--- config.mk ---
export PLATFORM = sky130hd
export DESIGN_NAME = long_press_event_queue_unit
export DESIGN_NICKNAME = d
export VERILOG_FILES = /design/src/hdl/lpeq_pkg.sv /design/src/hdl/lpeq_classifier.sv /design/src/hdl/lpeq_event_ring.sv /design/src/hdl/long_press_event_queue_unit.sv
export SDC_FILE = /design/constraint.sdc
export NUM_CORES = 1
export LEC_CHECK = 0
export CAP_MARGIN = 20
export CORE_MARGIN = 2
export CORE_UTILIZATION = 50
export DETAILED_ROUTE_END_ITERATION = 6
export DONT_BUFFER_PORTS = 1
export GPL_ROUTABILITY_DRIVEN = 0
export GPL_TIMING_DRIVEN = 0
export PLACE_DENSITY_LB_ADDON = 0.05
export SYNTH_ARGS = -nofsm -noshare
export SYNTH_HDL_FRONTEND = slang
export SYNTH_HIERARCHICAL = 1
export SYNTH_SLANG_ARGS = --single-unit
--- constraint.sdc ---
create_clock -name clk -period 9 [get_ports clk]
set_input_delay 1.8 -clock clk [delete_from_list [all_inputs] [get_ports clk]]
set_output_delay 1.8 -clock clk [all_outputs]
set_load 0.005 [all_outputs]
--- src/hdl/lpeq_pkg.sv ---
// Types, codes and sizing constants of the long-press event queue.
// No dependencies; used by every module of the block by scoped names.
package lpeq_pkg;

  localparam int RING_DEPTH = 64;
  // Physical storage is split into an even and an odd bank so that two
  // consecutive pushes always land in different banks.
  localparam int BANK_DEPTH = (RING_DEPTH + 1) / 2;
  localparam int PHYS_DEPTH = 2 * BANK_DEPTH;
  localparam int PTR_W      = $clog2(PHYS_DEPTH);
  localparam int BANK_AW    = (BANK_DEPTH > 1) ? $clog2(BANK_DEPTH) : 1;
  localparam int CNT_W      = $clog2(RING_DEPTH);

  localparam int TIME_W     = 16;
  localparam int S_TDATA_W  = 24;
  localparam int M_TDATA_W  = 8;

  localparam logic       CMD_TICK = 1'b0;
  localparam logic       CMD_POP  = 1'b1;

  localparam logic [1:0] ROT_NONE  = 2'd0;
  localparam logic [1:0] ROT_RIGHT = 2'd1;
  localparam logic [1:0] ROT_LEFT  = 2'd2;

  localparam logic [1:0] LED_OFF = 2'd0;
  localparam logic [1:0] LED_1   = 2'd1;
  localparam logic [1:0] LED_2   = 2'd2;
  localparam logic [1:0] LED_3   = 2'd3;

  localparam logic [1:0] CFG_BACKSPACE_MIN = 2'd0;
  localparam logic [1:0] CFG_DELETE_ABOVE  = 2'd1;
  localparam logic [1:0] CFG_ESCAPE_ABOVE  = 2'd2;

  localparam logic [TIME_W-1:0] BACKSPACE_MIN_RST = 16'd500;
  localparam logic [TIME_W-1:0] DELETE_ABOVE_RST  = 16'd1000;
  localparam logic [TIME_W-1:0] ESCAPE_ABOVE_RST  = 16'd1500;

  typedef enum logic [2:0] {
    EV_NONE      = 3'd0,
    EV_ENTER     = 3'd1,
    EV_BACKSPACE = 3'd2,
    EV_DELETE    = 3'd3,
    EV_ESCAPE    = 3'd4,
    EV_RIGHT     = 3'd5,
    EV_LEFT      = 3'd6
  } event_t;

  typedef struct packed {
    logic [1:0] led;
    event_t     armed;
    logic [1:0] push_cnt;
    event_t     push0;
    event_t     push1;
  } tick_result_t;

  typedef struct packed {
    logic       step;
    logic       pop;
    logic [1:0] push_cnt;
    event_t     push0;
    event_t     push1;
  } ring_req_t;

  function automatic logic [PTR_W-1:0] ptr_inc(input logic [PTR_W-1:0] p);
    return (p == PTR_W'(PHYS_DEPTH - 1)) ? '0 : p + 1'b1;
  endfunction

  function automatic logic [BANK_AW-1:0] bank_addr(input logic [PTR_W-1:0] p);
    return BANK_AW'(p >> 1);
  endfunction

endpackage

--- src/hdl/lpeq_classifier.sv ---
// Press-time classification and push selection for one tick.
// Depends on lpeq_pkg.
module lpeq_classifier (
  input  logic [lpeq_pkg::TIME_W-1:0] press_time,
  input  logic [1:0]                  rotation,
  input  logic [lpeq_pkg::TIME_W-1:0] last_press_time,
  input  lpeq_pkg::event_t            armed_event,
  input  logic [lpeq_pkg::TIME_W-1:0] backspace_min,
  input  logic [lpeq_pkg::TIME_W-1:0] delete_above,
  input  logic [lpeq_pkg::TIME_W-1:0] escape_above,
  output lpeq_pkg::tick_result_t      result
);

  logic             release_ev;
  logic             rot_ev;
  lpeq_pkg::event_t rot_code;

  assign release_ev = (press_time == '0) && (last_press_time != '0);

  always_comb begin
    rot_ev   = 1'b0;
    rot_code = lpeq_pkg::EV_RIGHT;
    unique case (rotation)
      lpeq_pkg::ROT_RIGHT: begin
        rot_ev   = 1'b1;
        rot_code = lpeq_pkg::EV_RIGHT;
      end
      lpeq_pkg::ROT_LEFT: begin
        rot_ev   = 1'b1;
        rot_code = lpeq_pkg::EV_LEFT;
      end
      default: begin
        rot_ev   = 1'b0;
        rot_code = lpeq_pkg::EV_RIGHT;
      end
    endcase
  end

  always_comb begin
    result.led   = lpeq_pkg::LED_OFF;
    result.armed = lpeq_pkg::EV_ENTER;
    priority if (release_ev) begin
      result.led   = lpeq_pkg::LED_OFF;
      result.armed = lpeq_pkg::EV_ENTER;
    end else if (press_time < backspace_min) begin
      result.led   = lpeq_pkg::LED_OFF;
      result.armed = lpeq_pkg::EV_ENTER;
    end else if (press_time <= delete_above) begin
      result.led   = lpeq_pkg::LED_1;
      result.armed = lpeq_pkg::EV_BACKSPACE;
    end else if (press_time <= escape_above) begin
      result.led   = lpeq_pkg::LED_2;
      result.armed = lpeq_pkg::EV_DELETE;
    end else begin
      result.led   = lpeq_pkg::LED_3;
      result.armed = lpeq_pkg::EV_ESCAPE;
    end
    // release event goes first, rotation after it
    result.push_cnt = {1'b0, release_ev} + {1'b0, rot_ev};
    result.push0    = release_ev ? armed_event : rot_code;
    result.push1    = rot_code;
  end

endmodule

--- src/hdl/lpeq_event_ring.sv ---
// Overwriting event ring: two banks, pointers, fill count, registered read.
// Depends on lpeq_pkg.
module lpeq_event_ring (
  input  logic                clk,
  input  logic                rst,
  input  lpeq_pkg::ring_req_t req,
  output lpeq_pkg::event_t    event_code
);

  lpeq_pkg::event_t bank_even [lpeq_pkg::BANK_DEPTH];
  lpeq_pkg::event_t bank_odd  [lpeq_pkg::BANK_DEPTH];

  logic [lpeq_pkg::PTR_W-1:0] rd_ptr, rd_ptr_next;
  logic [lpeq_pkg::PTR_W-1:0] wr_ptr, wr_ptr_next;
  logic [lpeq_pkg::PTR_W-1:0] wr_ptr1;
  logic [lpeq_pkg::CNT_W-1:0] count, count_next;
  logic                       pop_hit;

  logic                         we_even, we_odd;
  logic [lpeq_pkg::BANK_AW-1:0] wa_even, wa_odd;
  lpeq_pkg::event_t             wd_even, wd_odd;

  lpeq_pkg::event_t rdata_even, rdata_odd;
  logic             rd_sel;
  logic             rd_hit;

  localparam logic [lpeq_pkg::CNT_W-1:0] CNT_MAX = lpeq_pkg::CNT_W'(lpeq_pkg::RING_DEPTH - 1);

  assign wr_ptr1 = lpeq_pkg::ptr_inc(wr_ptr);
  assign pop_hit = req.pop && (count != '0);

  // A push into a full ring drops the oldest entry by moving the read side.
  always_comb begin
    rd_ptr_next = rd_ptr;
    wr_ptr_next = wr_ptr;
    count_next  = count;
    if (req.step) begin
      if (req.pop) begin
        if (pop_hit) begin
          rd_ptr_next = lpeq_pkg::ptr_inc(rd_ptr);
          count_next  = count - 1'b1;
        end
      end else begin
        if (req.push_cnt != 2'd0) begin
          wr_ptr_next = wr_ptr1;
          if (count == CNT_MAX) begin
            rd_ptr_next = lpeq_pkg::ptr_inc(rd_ptr);
          end else begin
            count_next = count + 1'b1;
          end
        end
        if (req.push_cnt == 2'd2) begin
          wr_ptr_next = lpeq_pkg::ptr_inc(wr_ptr1);
          if (count_next == CNT_MAX) begin
            rd_ptr_next = lpeq_pkg::ptr_inc(rd_ptr_next);
          end else begin
            count_next = count_next + 1'b1;
          end
        end
      end
    end
  end

  // first push goes to the bank of wr_ptr, the second to the other bank
  always_comb begin
    we_even = req.step && !req.pop &&
              (((req.push_cnt != 2'd0) && !wr_ptr[0]) || ((req.push_cnt == 2'd2) && wr_ptr[0]));
    we_odd  = req.step && !req.pop &&
              (((req.push_cnt != 2'd0) && wr_ptr[0]) || ((req.push_cnt == 2'd2) && !wr_ptr[0]));
    wd_even = wr_ptr[0] ? req.push1 : req.push0;
    wd_odd  = wr_ptr[0] ? req.push0 : req.push1;
    wa_even = wr_ptr[0] ? lpeq_pkg::bank_addr(wr_ptr1) : lpeq_pkg::bank_addr(wr_ptr);
    wa_odd  = wr_ptr[0] ? lpeq_pkg::bank_addr(wr_ptr) : lpeq_pkg::bank_addr(wr_ptr1);
  end

  always_ff @(posedge clk) begin
    if (we_even) begin
      bank_even[wa_even] <= wd_even;
    end
    if (we_odd) begin
      bank_odd[wa_odd] <= wd_odd;
    end
  end

  always_ff @(posedge clk) begin
    if (req.step && req.pop) begin
      rdata_even <= bank_even[lpeq_pkg::bank_addr(rd_ptr)];
      rdata_odd  <= bank_odd[lpeq_pkg::bank_addr(rd_ptr)];
      rd_sel     <= rd_ptr[0];
    end
  end

  always_ff @(posedge clk) begin
    if (rst) begin
      rd_ptr <= '0;
      wr_ptr <= '0;
      count  <= '0;
      rd_hit <= 1'b0;
    end else begin
      rd_ptr <= rd_ptr_next;
      wr_ptr <= wr_ptr_next;
      count  <= count_next;
      if (req.step) begin
        rd_hit <= pop_hit;
      end
    end
  end

  assign event_code = !rd_hit ? lpeq_pkg::EV_NONE : (rd_sel ? rdata_odd : rdata_even);

endmodule

--- src/hdl/long_press_event_queue_unit.sv ---
// Long-press event queue: input stage, tick state, threshold registers, ring.
// Depends on lpeq_pkg, lpeq_classifier and lpeq_event_ring.
//
// Usage:
//   s_* carries one beat per tick or pop: s_tuser is the command (0 tick,
//   1 pop), s_tdata the press time and the rotary step. Every accepted beat
//   yields exactly one beat on m_*: the LED select after a tick, or the
//   popped event code (none when the ring is empty) after a pop.
//   cfg_* writes the three press-time thresholds; cfg_ready is always high.
//   The input register takes a beat; classification and the ring update then
//   load the output register and the ring's registered read port, and
//   m_tvalid rises once both are loaded. Throughput is one beat per cycle
//   while the receiver does not stall; a tick may push two events at once
//   since they go to separate banks.
//   When the receiver stalls, the output register holds its beat and the
//   input register takes one more beat before s_tready drops.
//   Reset clears the pipeline, ring pointers and fill count, the last press
//   time and the armed event (enter), and loads the default thresholds.
//   Ring storage is not cleared; only written entries are ever popped.
module long_press_event_queue_unit (
  input  logic                             clk,
  input  logic                             rst,
  input  logic                             s_tvalid,
  output logic                             s_tready,
  input  logic [lpeq_pkg::S_TDATA_W-1:0]   s_tdata,   // press_time[15:0], rotation[17:16], zero pad
  input  logic                             s_tuser,   // command
  output logic                             m_tvalid,
  input  logic                             m_tready,
  output logic [lpeq_pkg::M_TDATA_W-1:0]   m_tdata,   // led_select[1:0], event_code[4:2], zero pad
  input  logic                             cfg_valid,
  output logic                             cfg_ready,
  input  logic [1:0]                       cfg_index,
  input  logic [lpeq_pkg::TIME_W-1:0]      cfg_data
);

  logic                        s1_valid;
  logic                        s1_command;
  logic [lpeq_pkg::TIME_W-1:0] s1_press_time;
  logic [1:0]                  s1_rotation;

  logic       s2_valid;
  logic [1:0] s2_led;

  logic                        s2_free;
  logic                        step;

  logic [lpeq_pkg::TIME_W-1:0] last_press_time;
  lpeq_pkg::event_t            armed_event;
  logic [lpeq_pkg::TIME_W-1:0] backspace_min;
  logic [lpeq_pkg::TIME_W-1:0] delete_above;
  logic [lpeq_pkg::TIME_W-1:0] escape_above;

  lpeq_pkg::tick_result_t tick;
  lpeq_pkg::ring_req_t    ring_req;
  lpeq_pkg::event_t       event_code;

  assign s2_free  = !s2_valid || m_tready;
  assign step     = s1_valid && s2_free;
  assign s_tready = !s1_valid || s2_free;

  always_ff @(posedge clk) begin
    if (rst) begin
      s1_valid <= 1'b0;
    end else if (s_tready) begin
      s1_valid <= s_tvalid;
    end
  end

  always_ff @(posedge clk) begin
    if (s_tvalid && s_tready) begin
      s1_command    <= s_tuser;
      s1_press_time <= s_tdata[15:0];
      s1_rotation   <= s_tdata[17:16];
    end
  end

  lpeq_classifier u_classifier (
    .press_time      (s1_press_time),
    .rotation        (s1_rotation),
    .last_press_time (last_press_time),
    .armed_event     (armed_event),
    .backspace_min   (backspace_min),
    .delete_above    (delete_above),
    .escape_above    (escape_above),
    .result          (tick)
  );

  always_comb begin
    ring_req.step     = step;
    ring_req.pop      = (s1_command == lpeq_pkg::CMD_POP);
    ring_req.push_cnt = tick.push_cnt;
    ring_req.push0    = tick.push0;
    ring_req.push1    = tick.push1;
  end

  lpeq_event_ring u_ring (
    .clk        (clk),
    .rst        (rst),
    .req        (ring_req),
    .event_code (event_code)
  );

  always_ff @(posedge clk) begin
    if (rst) begin
      last_press_time <= '0;
      armed_event     <= lpeq_pkg::EV_ENTER;
    end else if (step && (s1_command == lpeq_pkg::CMD_TICK)) begin
      last_press_time <= s1_press_time;
      armed_event     <= tick.armed;
    end
  end

  always_ff @(posedge clk) begin
    if (rst) begin
      s2_valid <= 1'b0;
    end else if (s2_free) begin
      s2_valid <= s1_valid;
    end
  end

  always_ff @(posedge clk) begin
    if (step) begin
      s2_led <= (s1_command == lpeq_pkg::CMD_POP) ? lpeq_pkg::LED_OFF : tick.led;
    end
  end

  assign cfg_ready = 1'b1;

  always_ff @(posedge clk) begin
    if (rst) begin
      backspace_min <= lpeq_pkg::BACKSPACE_MIN_RST;
      delete_above  <= lpeq_pkg::DELETE_ABOVE_RST;
      escape_above  <= lpeq_pkg::ESCAPE_ABOVE_RST;
    end else if (cfg_valid) begin
      unique case (cfg_index)
        lpeq_pkg::CFG_BACKSPACE_MIN: backspace_min <= cfg_data;
        lpeq_pkg::CFG_DELETE_ABOVE:  delete_above  <= cfg_data;
        lpeq_pkg::CFG_ESCAPE_ABOVE:  escape_above  <= cfg_data;
        default: begin
        end
      endcase
    end
  end

  assign m_tvalid = s2_valid;
  assign m_tdata  = {3'b000, event_code, s2_led};

endmodule

==> impl_metrics.csv, run 1 <==
group,metric,value,unit
run_status,outcome,"finished clean",
routing,drt_first_iter_violations,770,
placement,post-dp-hpwl,25400,µm
global_route,number_of_global_route_vias_before_repair,9637,
synth,yosysWarnings,6,
synth,synth_top_cell_by_area,"sky130_fd_sc_hd__edfxtp_1",
power,power_leakage,5.62,nW
floorplan,area_of_the_core,29500,µm²
clock_tree,clk-insertion-delay-late,520,ps
timing,tns,0,ps
synth,synth_enable_flop_cells,220,
critical_path,crit_fanout,10,
routing,route.detailed.drc,0,
routing,drtAntennaViolNets,0,
critical_path,cp.required,9380,ps
timing,grt_setup_unrepaired,"no",
timing,tightestPinTransition,987,ps
power,highest_ir_drop_seen_on_vdd,181,µV
timing,fmax,207,MHz
critical_path,end_kind,"flip-flop",
synth,synth_seq_cells,308,
critical_path,critPathLaunchType,"flip-flop",
critical_path,critical_path.most_common_cell,"sky130_fd_sc_hd__ha_1",
synth,ys_async_sr_fraction,0,%
clock_tree,buffer_cell_driving_the_clock_tree_root,"sky130_fd_sc_hd__clkbuf_16",
timing,pins_over_their_slew_limit,0,
routing,dr.pass1.iters,6,
synth,post-synth-top-area-fraction,44.3,%
synth,ys.flop_type,"sky130_fd_sc_hd__edfxtp_1",
synth,netlist_instances,1217,
routing,detail_route.vias_per_cell,5.82,
clock_tree,clock_tree.htree_level_count,2,
finish,layout.nets,1361,
synth,synthesis.area,14900,µm²
placement,io_buffer_count,0,
clock_tree,cts-buffers-inserted,35,
routing,drt-total-wl,35700,µm
global_route,grt_overflow_total,0,
floorplan,die_h,177,µm
critical_path,cp_cell_sequence,"nor4_1 > nand4_1 > a41oi_1 > clkbuf_1 > ha_1 > buf_4 > nor2_1 > a31oi_2 > o21ai_0 > ha_1 > o2111ai_2 > a21oi_2 > nand3_1 > and3_1 > o32a_1",
finish,num_antenna_cells,0,
global_route,grt_use_total,23.3,%
placement,place_area,15400,µm²
timing,clk_skew,29.9,ps
timing,final-setup-viol-count,0,
synth,avgSynthCellArea,12.3,µm²
floorplan,dieArea,31200,µm²
critical_path,worst-setup-path-type,"flip-flop to flip-flop",
finish,finalInstanceArea,16600,µm²
clock_tree,worst_case_clock_buffer_depth,3,
timing,timing_hold_violations_final,0,
floorplan,initial_core_util,50.6,%
clock_tree,clock_pin_slew_on_the_worst_setup_and_hold_paths,60,ps
routing,route.vias.total,9731,
floorplan,die_x,177,µm
synth,largest_cells_by_area_after_synthesis,"sky130_fd_sc_hd__edfxtp_1 44%, sky130_fd_sc_hd__dfxtp_1 12%, sky130_fd_sc_hd__mux4_2 9.1%, sky130_fd_sc_hd__ha_1 4.8%, sky130_fd_sc_hd__nand2_1 2.9%",
timing,finalCritPeriodShare,53.6,%
synth,ys_seq_area_share,56.1,%
global_route,global_route_wire_length_before_repair,55700,µm
floorplan,io_pins,59,
finish,area_overhead_of_the_layout_relative_to_synthesis,11.2,%
min_path,min-delay-path-class,"flip-flop to flip-flop",
power,power.density,195,nW/µm²
finish,finish.cell_count_without_fillers,1671,
critical_path,crit_path_max_delay_cell_type,"sky130_fd_sc_hd__edfxtp_1",
floorplan,rows,63,
global_route,grt_antenna_before_repair,0,
clock_tree,postCtsResizedCells,0,
clock_tree,clock_sink_count,308,
routing,route.detailed.wl_per_inst,21.3,µm
critical_path,worstPathArrival,5200,ps
clock_tree,clock_tree_from_tritoncts,"yes",
run,max_cap_viol_count,0,
timing,slew-limit-headroom,34.2,%
placement,placed_cells,1609,
clock_tree,hold_bufs_inserted_after_cts,0,
power,power.total,3.23,mW
global_route,grt_max_degree,33,
critical_path,critical_path.max_stage_delay,510,ps
clock_tree,post_cts.repair.setup_buffers,0,
timing,min_period,4830,ps
synth,synth_cell_types,81,
finish,drive_gt1_share,14.9,%
==> cell families after synthesis <==
family | Yosys count | synth area share (%)
flip-flops | 308 | 56.1
XOR/XNOR | 15 | 0.880
adder cells (fa/ha/maj) | 57 | 4.78
multiplexers | 105 | 12.2
AO/OA/AOI/OAI | 194 | 8.56
AND/OR/NAND/NOR | 406 | 13.3
buffers and inverters | 129 | 4.07
other | 3 | 0.0755
==> per-stage QoR <==
| step | worst slack, ps | util, % | hold WS [ps] |
|---|---|---|---|
| finish | 4170 | 56.3 | 455 |
| global route | 3870 | 56.3 | 472 |
| CTS | 4250 | 56.3 | 456 |
| detailed placement | 4230 | 52.3 | 448 |
| global placement | 4220 | 52.3 | 443 |
| floorplan | 5070 | - | 436 |
==> power by group <==
group	internal, mW	switching, mW
Clock	0.869	0.564
Sequential	1.54	0.0206
Combinational	0.0939	0.142
Total	2.51	0.726
==> final timing paths <==
kind / from / to / slack, ps / cells after the start
worst min-delay path: delete_above[4] / delete_above[4] / 450 / 2
worst min register to register: delete_above[4] / delete_above[4] / 450 / 2
worst max-delay path: s1_press_time[1] / u_ring/rd_ptr[4] / 4170 / 15
worst max register to register: s1_press_time[1] / u_ring/rd_ptr[4] / 4170 / 15
==> metal layers <==
metal  part of all wire, %  global-route usage (%)  vias up
li1                      -                       -     4615
met1                    45                    32.7     4789
met2                    48                    39.0      276
met3                   4.9                    2.79       51
met4                   1.7                    5.44        0
met5                     0                       0        -
==> final cells by class <==
cell class / count / area [µm²]
buffer: 67 / 374
clock buffer: 42 / 945
clock inverter: 20 / 228
fill: 2485 / 12900
inverter: 62 / 233
multi-input combinational: 782 / 5950
sequential: 308 / 8370
tap: 390 / 488
==> cell usage after synthesis, types with 4 or more instances <==
cell and n:
sky130_fd_sc_hd__nor3_1 33, sky130_fd_sc_hd__xnor2_1 5, sky130_fd_sc_hd__a41oi_1 5, sky130_fd_sc_hd__a211oi_1 4
sky130_fd_sc_hd__nand2_1 114, sky130_fd_sc_hd__a21oi_1 84, sky130_fd_sc_hd__mux2i_1 28, sky130_fd_sc_hd__mux2_2 16
sky130_fd_sc_hd__buf_2 14, sky130_fd_sc_hd__a31oi_1 6, sky130_fd_sc_hd__and2_1 5, sky130_fd_sc_hd__nand3b_1 6
sky130_fd_sc_hd__dfxtp_1 88, sky130_fd_sc_hd__buf_4 17, sky130_fd_sc_hd__mux4_2 60, sky130_fd_sc_hd__o21ai_0 28
sky130_fd_sc_hd__edfxtp_1 220, sky130_fd_sc_hd__or3_1 8, sky130_fd_sc_hd__o31ai_1 6, sky130_fd_sc_hd__nand2b_1 41
sky130_fd_sc_hd__nand3_1 26, sky130_fd_sc_hd__nor2b_1 10, sky130_fd_sc_hd__and3_1 7, sky130_fd_sc_hd__nor2_1 106
sky130_fd_sc_hd__a21o_1 12, sky130_fd_sc_hd__xor2_1 10, sky130_fd_sc_hd__ha_1 57, sky130_fd_sc_hd__inv_1 61
sky130_fd_sc_hd__clkbuf_1 25, sky130_fd_sc_hd__nor4_1 17, sky130_fd_sc_hd__o22ai_1 4, sky130_fd_sc_hd__nand4_1 12
sky130_fd_sc_hd__buf_6 4, sky130_fd_sc_hd__buf_1 6
==> critical path: cells and delay by family, from the launching register on <==
kind                       cells  cell delay, ps
DFF                            1             510
and+or+nand+nor                5            1210
AOI/OAI and AO/OA              6            1620
buffers and inverters          2             650
adders and majority gates      2             700
==> sequential cells by signal (all words and copies together) (netlist names) <==
register / cells
u_ring/rd_sel: 1
escape_above: 16
u_ring/rdata_odd: 3
s1_command: 1
u_ring/count: 6
s1_press_time: 16
u_ring/rdata_even: 3
s2_led: 2
s1_rotation: 2
backspace_min: 16
armed_event: 3
delete_above: 16
m_tvalid: 1
u_ring/rd_hit: 1
last_press_time: 16
u_ring/bank_even: 96
u_ring/wr_ptr: 6
u_ring/rd_ptr: 6
u_ring/bank_odd: 96
s1_valid: 1
==> cell usage in the layout (no fill, tap or decap), drive strengths merged, types with 16 or more instances in the layout <==
cell type / instances
nand2b: 41
buf: 42
clkbuf: 67
edfxtp: 220
dfxtp: 88
nor4: 17
nand2: 114
ha: 57
inv: 63
nor2: 108
mux4: 60
mux2: 16
mux2i: 29
o21ai: 28
nand3: 28
a21oi: 86
nor3: 33
(Power assumes the default switching activity.)
==> run 2: changes to the inputs <==
clock period = 4.86 ns   (was 9 ns; I/O delays follow)
==> run 2 against run 1 <==
Sequential share of layout area about the same. Wire length increased by 0.41%. First-iteration DRC count decreased by 6.4%. Count of clock-buffer cells in the layout unchanged. Global-route usage unchanged. Via count increased by 0.16%. Flip-flop and latch count unchanged. Maximum frequency increased by 5.6%. Largest cell class unchanged. Largest power group unchanged.
==> impl_metrics.csv, run 2 (synthesized netlist as in run 1, its figures left out) <==
group,metric,value,unit
timing,tightestPinTransition,985,ps
routing,drtAntennaViolNets,0,
global_route,grt_max_degree,33,
routing,dr.pass1.iters,6,
timing,final-setup-viol-count,0,
floorplan,area_of_the_core,29500,µm²
run,max_cap_viol_count,0,
critical_path,crit_fanout,10,
timing,timing_hold_violations_final,0,
finish,layout.nets,1361,
floorplan,die_x,177,µm
clock_tree,clock_tree.htree_level_count,2,
timing,slew-limit-headroom,34.3,%
critical_path,worstPathArrival,4940,ps
routing,drt-total-wl,35800,µm
clock_tree,worst_case_clock_buffer_depth,3,
finish,reg_top3,"u_ring/bank_even (96), u_ring/bank_odd (96)",
clock_tree,hold_bufs_inserted_after_cts,0,
routing,route.vias.total,9747,
timing,fmax,219,MHz
timing,tns,0,ps
clock_tree,clock_sink_count,308,
timing,pins_over_their_slew_limit,0,
finish,num_antenna_cells,0,
power,power_frac_seq,48.4,%
floorplan,initial_core_util,50.6,%
floorplan,dieArea,31200,µm²
timing,min_period,4570,ps
placement,place_area,15400,µm²
min_path,min-delay-start,"delete_above[4]",
finish,final_cell_mix,"220 x sky130_fd_sc_hd__edfxtp_1, 114 x sky130_fd_sc_hd__nand2_1, 106 x sky130_fd_sc_hd__nor2_1",
timing,fin_ws,291,ps
global_route,grt_use_total,23.3,%
placement,post-dp-hpwl,25400,µm
power,power.density,361,nW/µm²
timing,finalCritPeriodShare,94.0,%
power,power_report.internal_total,4.64,mW
clock_tree,clock_tree_from_tritoncts,"yes",
power,power_leakage,5.63,nW
finish,finalInstanceArea,16600,µm²
power,netSwitchingPower,1.35,mW
finish,finish.utilization,56.3,%
power,switching_share,22.5,%
routing,route.detailed.wl_per_inst,21.4,µm
timing,grt_setup_unrepaired,"no",
power,pwr-share-clk,44.3,%
global_route,grt_overflow_total,0,
routing,drt_first_iter_violations,721,
placement,io_buffer_count,0,
power,p_comb_share,7.3,%
critical_path,end_kind,"flip-flop",
finish,drive_gt1_share,15.0,%
critical_path,worst_setup_path_startpoint,"s1_press_time[1]",
floorplan,rows,63,
finish,most_frequent_standard_cell_in_the_layout_excluding_fill_and_tap_cells,"sky130_fd_sc_hd__edfxtp_1",
placement,preCtsSetupSlack,143,ps
floorplan,io_pins,59,
clock_tree,cts-buffers-inserted,35,
min_path,min-delay-path-class,"flip-flop to flip-flop",
clock_tree,clock_pin_slew_on_the_worst_setup_and_hold_paths,60,ps
routing,route.detailed.drc,0,
critical_path,worst-setup-path-type,"flip-flop to flip-flop",
critical_path,critPathLaunchType,"flip-flop",
power,highest_ir_drop_seen_on_vdd,336,µV
finish,area_overhead_of_the_layout_relative_to_synthesis,11.2,%
routing,detail_route.vias_per_cell,5.83,
critical_path,timing.rr.start,"s1_press_time[1]",
critical_path,cp.required,5240,ps
global_route,global_route_wire_length_before_repair,55700,µm
clock_tree,buffer_cell_driving_the_clock_tree_root,"sky130_fd_sc_hd__clkbuf_16",
timing,clk_skew,28.5,ps
run_status,outcome,"finished clean",
floorplan,die_h,177,µm
clock_tree,clk-insertion-delay-late,520,ps
global_route,grt_antenna_before_repair,0,
global_route,number_of_global_route_vias_before_repair,9637,
## run 2: worst paths after layout
check	endpoint	slack (ps)	depth (start not counted)
worst max-delay path	u_ring/rd_ptr[4]	290	15
worst max register to register	u_ring/rd_ptr[4]	290	15
worst min-delay path	delete_above[4]	450	2
worst min register to register	delete_above[4]	450	2
## run 2: metal layers
metal | global-route usage, % | up-vias | part of all wire, %
li1 | - | 4614 | -
met1 | 32.7 | 4800 | 45
met2 | 39.0 | 279 | 48
met3 | 2.79 | 54 | 5.0
met4 | 5.44 | 0 | 1.8
met5 | 0 | - | 0
## run 2: timing repair
action,CTS,global route
gates resized for setup,0,3
setup buffers,0,0
endpoints found under the hold margin,0,0
setup endpoints to repair,0,4
## run 2: cell type report
class | count | area (µm²)
well taps | 390 | 488
multi-input cells | 782 | 5960
fillers | 2483 | 12900
flip-flops and latches | 308 | 8370
inverters | 62 | 233
clock buffers | 42 | 945
plain buffers | 67 | 375
clock inverters | 20 | 228
## run 2: worst max-delay path, cell delays in order, from the launching register on
cell,delay (ps)
sky130_fd_sc_hd__edfxtp_1,510
sky130_fd_sc_hd__nor4_1,460
sky130_fd_sc_hd__nand4_1,150
sky130_fd_sc_hd__a41oi_1,320
sky130_fd_sc_hd__clkbuf_2,310
sky130_fd_sc_hd__ha_1,350
sky130_fd_sc_hd__buf_4,220
sky130_fd_sc_hd__nor2_1,230
sky130_fd_sc_hd__a31oi_2,130
sky130_fd_sc_hd__o21ai_0,270
sky130_fd_sc_hd__ha_1,300
sky130_fd_sc_hd__o2111ai_2,250
sky130_fd_sc_hd__a21oi_4,320
sky130_fd_sc_hd__nand3_1,130
sky130_fd_sc_hd__and3_1,200
sky130_fd_sc_hd__o32a_1,290
## run 2: per-stage QoR
stage          hold WS, ps  instances  total power [mW]
3_5_place_dp           448       1609              3.39
4_1_cts                456       1671              6.05
6_report               454       1671              5.99
5_1_grt                472       1671              6.19
3_3_place_gp           443       1609              3.38
2_1_floorplan          436       1219              3.26
## run 2: power by group through the flow
stage	Combinational [mW]	Clock [mW]	Sequential, mW
after floorplan	0.323	0	2.94
after global placement	0.429	0	2.95
after detailed placement	0.435	0	2.95
after CTS	0.437	2.72	2.90
after global routing	0.482	2.81	2.90
final	0.437	2.66	2.90
==> run 3: changes to the inputs <==
BUFFER_PORTS_ARGS = -buffer_cell sky130_fd_sc_hd__buf_4   (was not set)
DONT_BUFFER_PORTS = not set   (was 1)
==> run 3 against run 2 <==
Wire length grew 0.42%. Largest cell class unchanged. Final area grew 2.0%. Register-to-register slack gained 40 ps. Clock power shrank 2%. Global-route usage grew 0.29 points. Flip-flop and latch count is the same. Hold slack lost 3.2 ps.
==> impl_metrics.csv, run 3 (synthesized netlist as in run 1, its figures left out) <==
group,metric,value,unit
run_status,outcome,"finished clean",
routing,route.vias.total,9921,
finish,num_antenna_cells,0,
critical_path,critPathLaunchType,"flip-flop",
floorplan,initial_core_util,50.6,%
timing,slew-limit-headroom,28.3,%
critical_path,worst_setup_path_startpoint,"s1_press_time[13]",
min_path,min-delay-path-class,"flip-flop to flip-flop",
timing,grt_setup_unrepaired,"no",
routing,route.top_layer_used,"met4",
critical_path,cp.required,5250,ps
critical_path,reg2reg_setup_slack,330,ps
routing,drt_first_iter_violations,674,
critical_path,timing.rr.start,"s1_press_time[13]",
critical_path,worstPathArrival,4920,ps
timing,tns,0,ps
clock_tree,clk-insertion-delay-late,520,ps
floorplan,rows,63,
timing,timing_hold_violations_final,0,
min_path,worst_hold_path.num_cells,2,
clock_tree,clock_tree_from_tritoncts,"yes",
finish,final_cell_mix,"220 x sky130_fd_sc_hd__edfxtp_1, 114 x sky130_fd_sc_hd__nand2_1, 106 x sky130_fd_sc_hd__nor2_1",
clock_tree,clock_pin_slew_on_the_worst_setup_and_hold_paths,60,ps
finish,layout.nets,1410,
routing,route.detailed.drc,0,
timing,pins_over_their_slew_limit,0,
critical_path,r2r-end,"u_ring/rd_ptr[4]",
run,max_cap_viol_count,0,
routing,met2WireLength,17200,µm
placement,placed_cells,1656,
clock_tree,cts-buffers-inserted,37,
timing,fmax,221,MHz
critical_path,crit_fanout,10,
routing,drtAntennaViolNets,0,
routing,wl_met1,15900,µm
timing,clk_skew,20.1,ps
clock_tree,clock_sink_count,308,
floorplan,dieArea,31200,µm²
floorplan,area_of_the_core,29500,µm²
power,power.total,5.98,mW
critical_path,worst-setup-path-type,"flip-flop to flip-flop",
timing,finalCritPeriodShare,93.2,%
finish,finish.cell_count_without_fillers,1720,
clock_tree,post_cts.repair.setup_buffers,0,
floorplan,io_pins,59,
timing,min_period,4530,ps
global_route,grt_overflow_total,0,
critical_path,reg2regPathDepth,15,
floorplan,die_x,177,µm
finish,reg_top3,"u_ring/bank_even (96), u_ring/bank_odd (96)",
critical_path,end_kind,"flip-flop",
finish,most_frequent_standard_cell_in_the_layout_excluding_fill_and_tap_cells,"sky130_fd_sc_hd__edfxtp_1",
min_path,hold_end,"delete_above[4]",
floorplan,die_h,177,µm
global_route,grt_max_degree,33,
finish,area_overhead_of_the_layout_relative_to_synthesis,13.5,%
timing,tightestPinTransition,1070,ps
power,highest_ir_drop_seen_on_vdd,309,µV
routing,drt-total-wl,36000,µm
global_route,grt_antenna_before_repair,0,
clock_tree,worst_case_clock_buffer_depth,3,
global_route,global_route_wire_length_before_repair,56000,µm
routing,route.detailed.wl_per_inst,20.9,µm
finish,fill_cells,2472,
global_route,number_of_global_route_vias_before_repair,9873,
finish,drive_gt1_share,17.5,%
routing,routed_length_on_met3,2220,µm
global_route,grt_use_total,23.6,%
timing,final-setup-viol-count,0,
min_path,min-delay-start,"delete_above[4]",
placement,post-dp-hpwl,25100,µm
clock_tree,clock_tree.htree_level_count,2,
routing,detail_route.vias_per_cell,5.77,
placement,io_buffer_count,47,
power,power.density,353,nW/µm²
power,power_leakage,5.84,nW
routing,dr.pass1.iters,5,
clock_tree,buffer_cell_driving_the_clock_tree_root,"sky130_fd_sc_hd__clkbuf_16",
## run 3: layout make-up
type | count | area [µm²] | area share, %
Inverter | 62 | 233 | 1.37
Timing Repair Buffer | 47 | 353 | 2.08
Buffer | 67 | 375 | 2.22
Clock inverter | 12 | 118 | 0.694
Multi-Input combinational cell | 782 | 5970 | 35.2
Clock buffer | 52 | 1030 | 6.11
Sequential cell | 308 | 8370 | 49.4
Tap cell | 390 | 488 | 2.88
## run 3: power by group
group | switching [mW] | internal, mW
clock | 1.03 | 1.59
combinational | 0.273 | 0.197
sequential | 0.0385 | 2.86
## run 3: layer usage
layer / vias up / GRT usage [%]
li1: 4703 / -
met1: 4848 / 32.5
met2: 318 / 39.1
met3: 52 / 3.93
met4: 0 / 6.13
met5: - / 0
## run 3: per-stage QoR
step                      setup WS (ps)  utilization, %  instance area [µm²]  hold WS, ps
after floorplan                    1200               -                14900          436
after global placement              143            53.5                15800          445
after detailed placement            113            53.5                15800          449
after CTS                          58.3            57.4                16900          456
after global routing               6.83            57.4                16900          468
final                               330            57.4                16900          451
## run 3: worst max-delay path by stage
stage,to,cells past startpoint
CTS,u_ring/rd_ptr[4],15
finish,u_ring/rd_ptr[4],15
detailed placement,u_ring/rd_ptr[4],15
global placement,u_ring/rd_ptr[4],15
floorplan,u_ring/rd_ptr[4],15
global route,u_ring/rd_ptr[4],15
## run 3: repair_timing
item	in CTS	in global routing
gates resized for setup	0	4
endpoints found under the setup margin	0	5
hold buffers	0	0
## run 3: worst max-delay path, stage by stage (launching register included)
cell                        delay (ps)
sky130_fd_sc_hd__edfxtp_1          510
sky130_fd_sc_hd__nor4_1            390
sky130_fd_sc_hd__nand4_1           150
sky130_fd_sc_hd__a41oi_1           340
sky130_fd_sc_hd__clkbuf_2          290
sky130_fd_sc_hd__ha_1              350
sky130_fd_sc_hd__buf_4             220
sky130_fd_sc_hd__nor2_1            220
sky130_fd_sc_hd__a31oi_2           120
sky130_fd_sc_hd__o21ai_0           290
sky130_fd_sc_hd__ha_1              330
sky130_fd_sc_hd__o2111ai_2         250
sky130_fd_sc_hd__a21oi_4           310
sky130_fd_sc_hd__nand3_1           130
sky130_fd_sc_hd__and3_1            200
sky130_fd_sc_hd__o32a_1            290
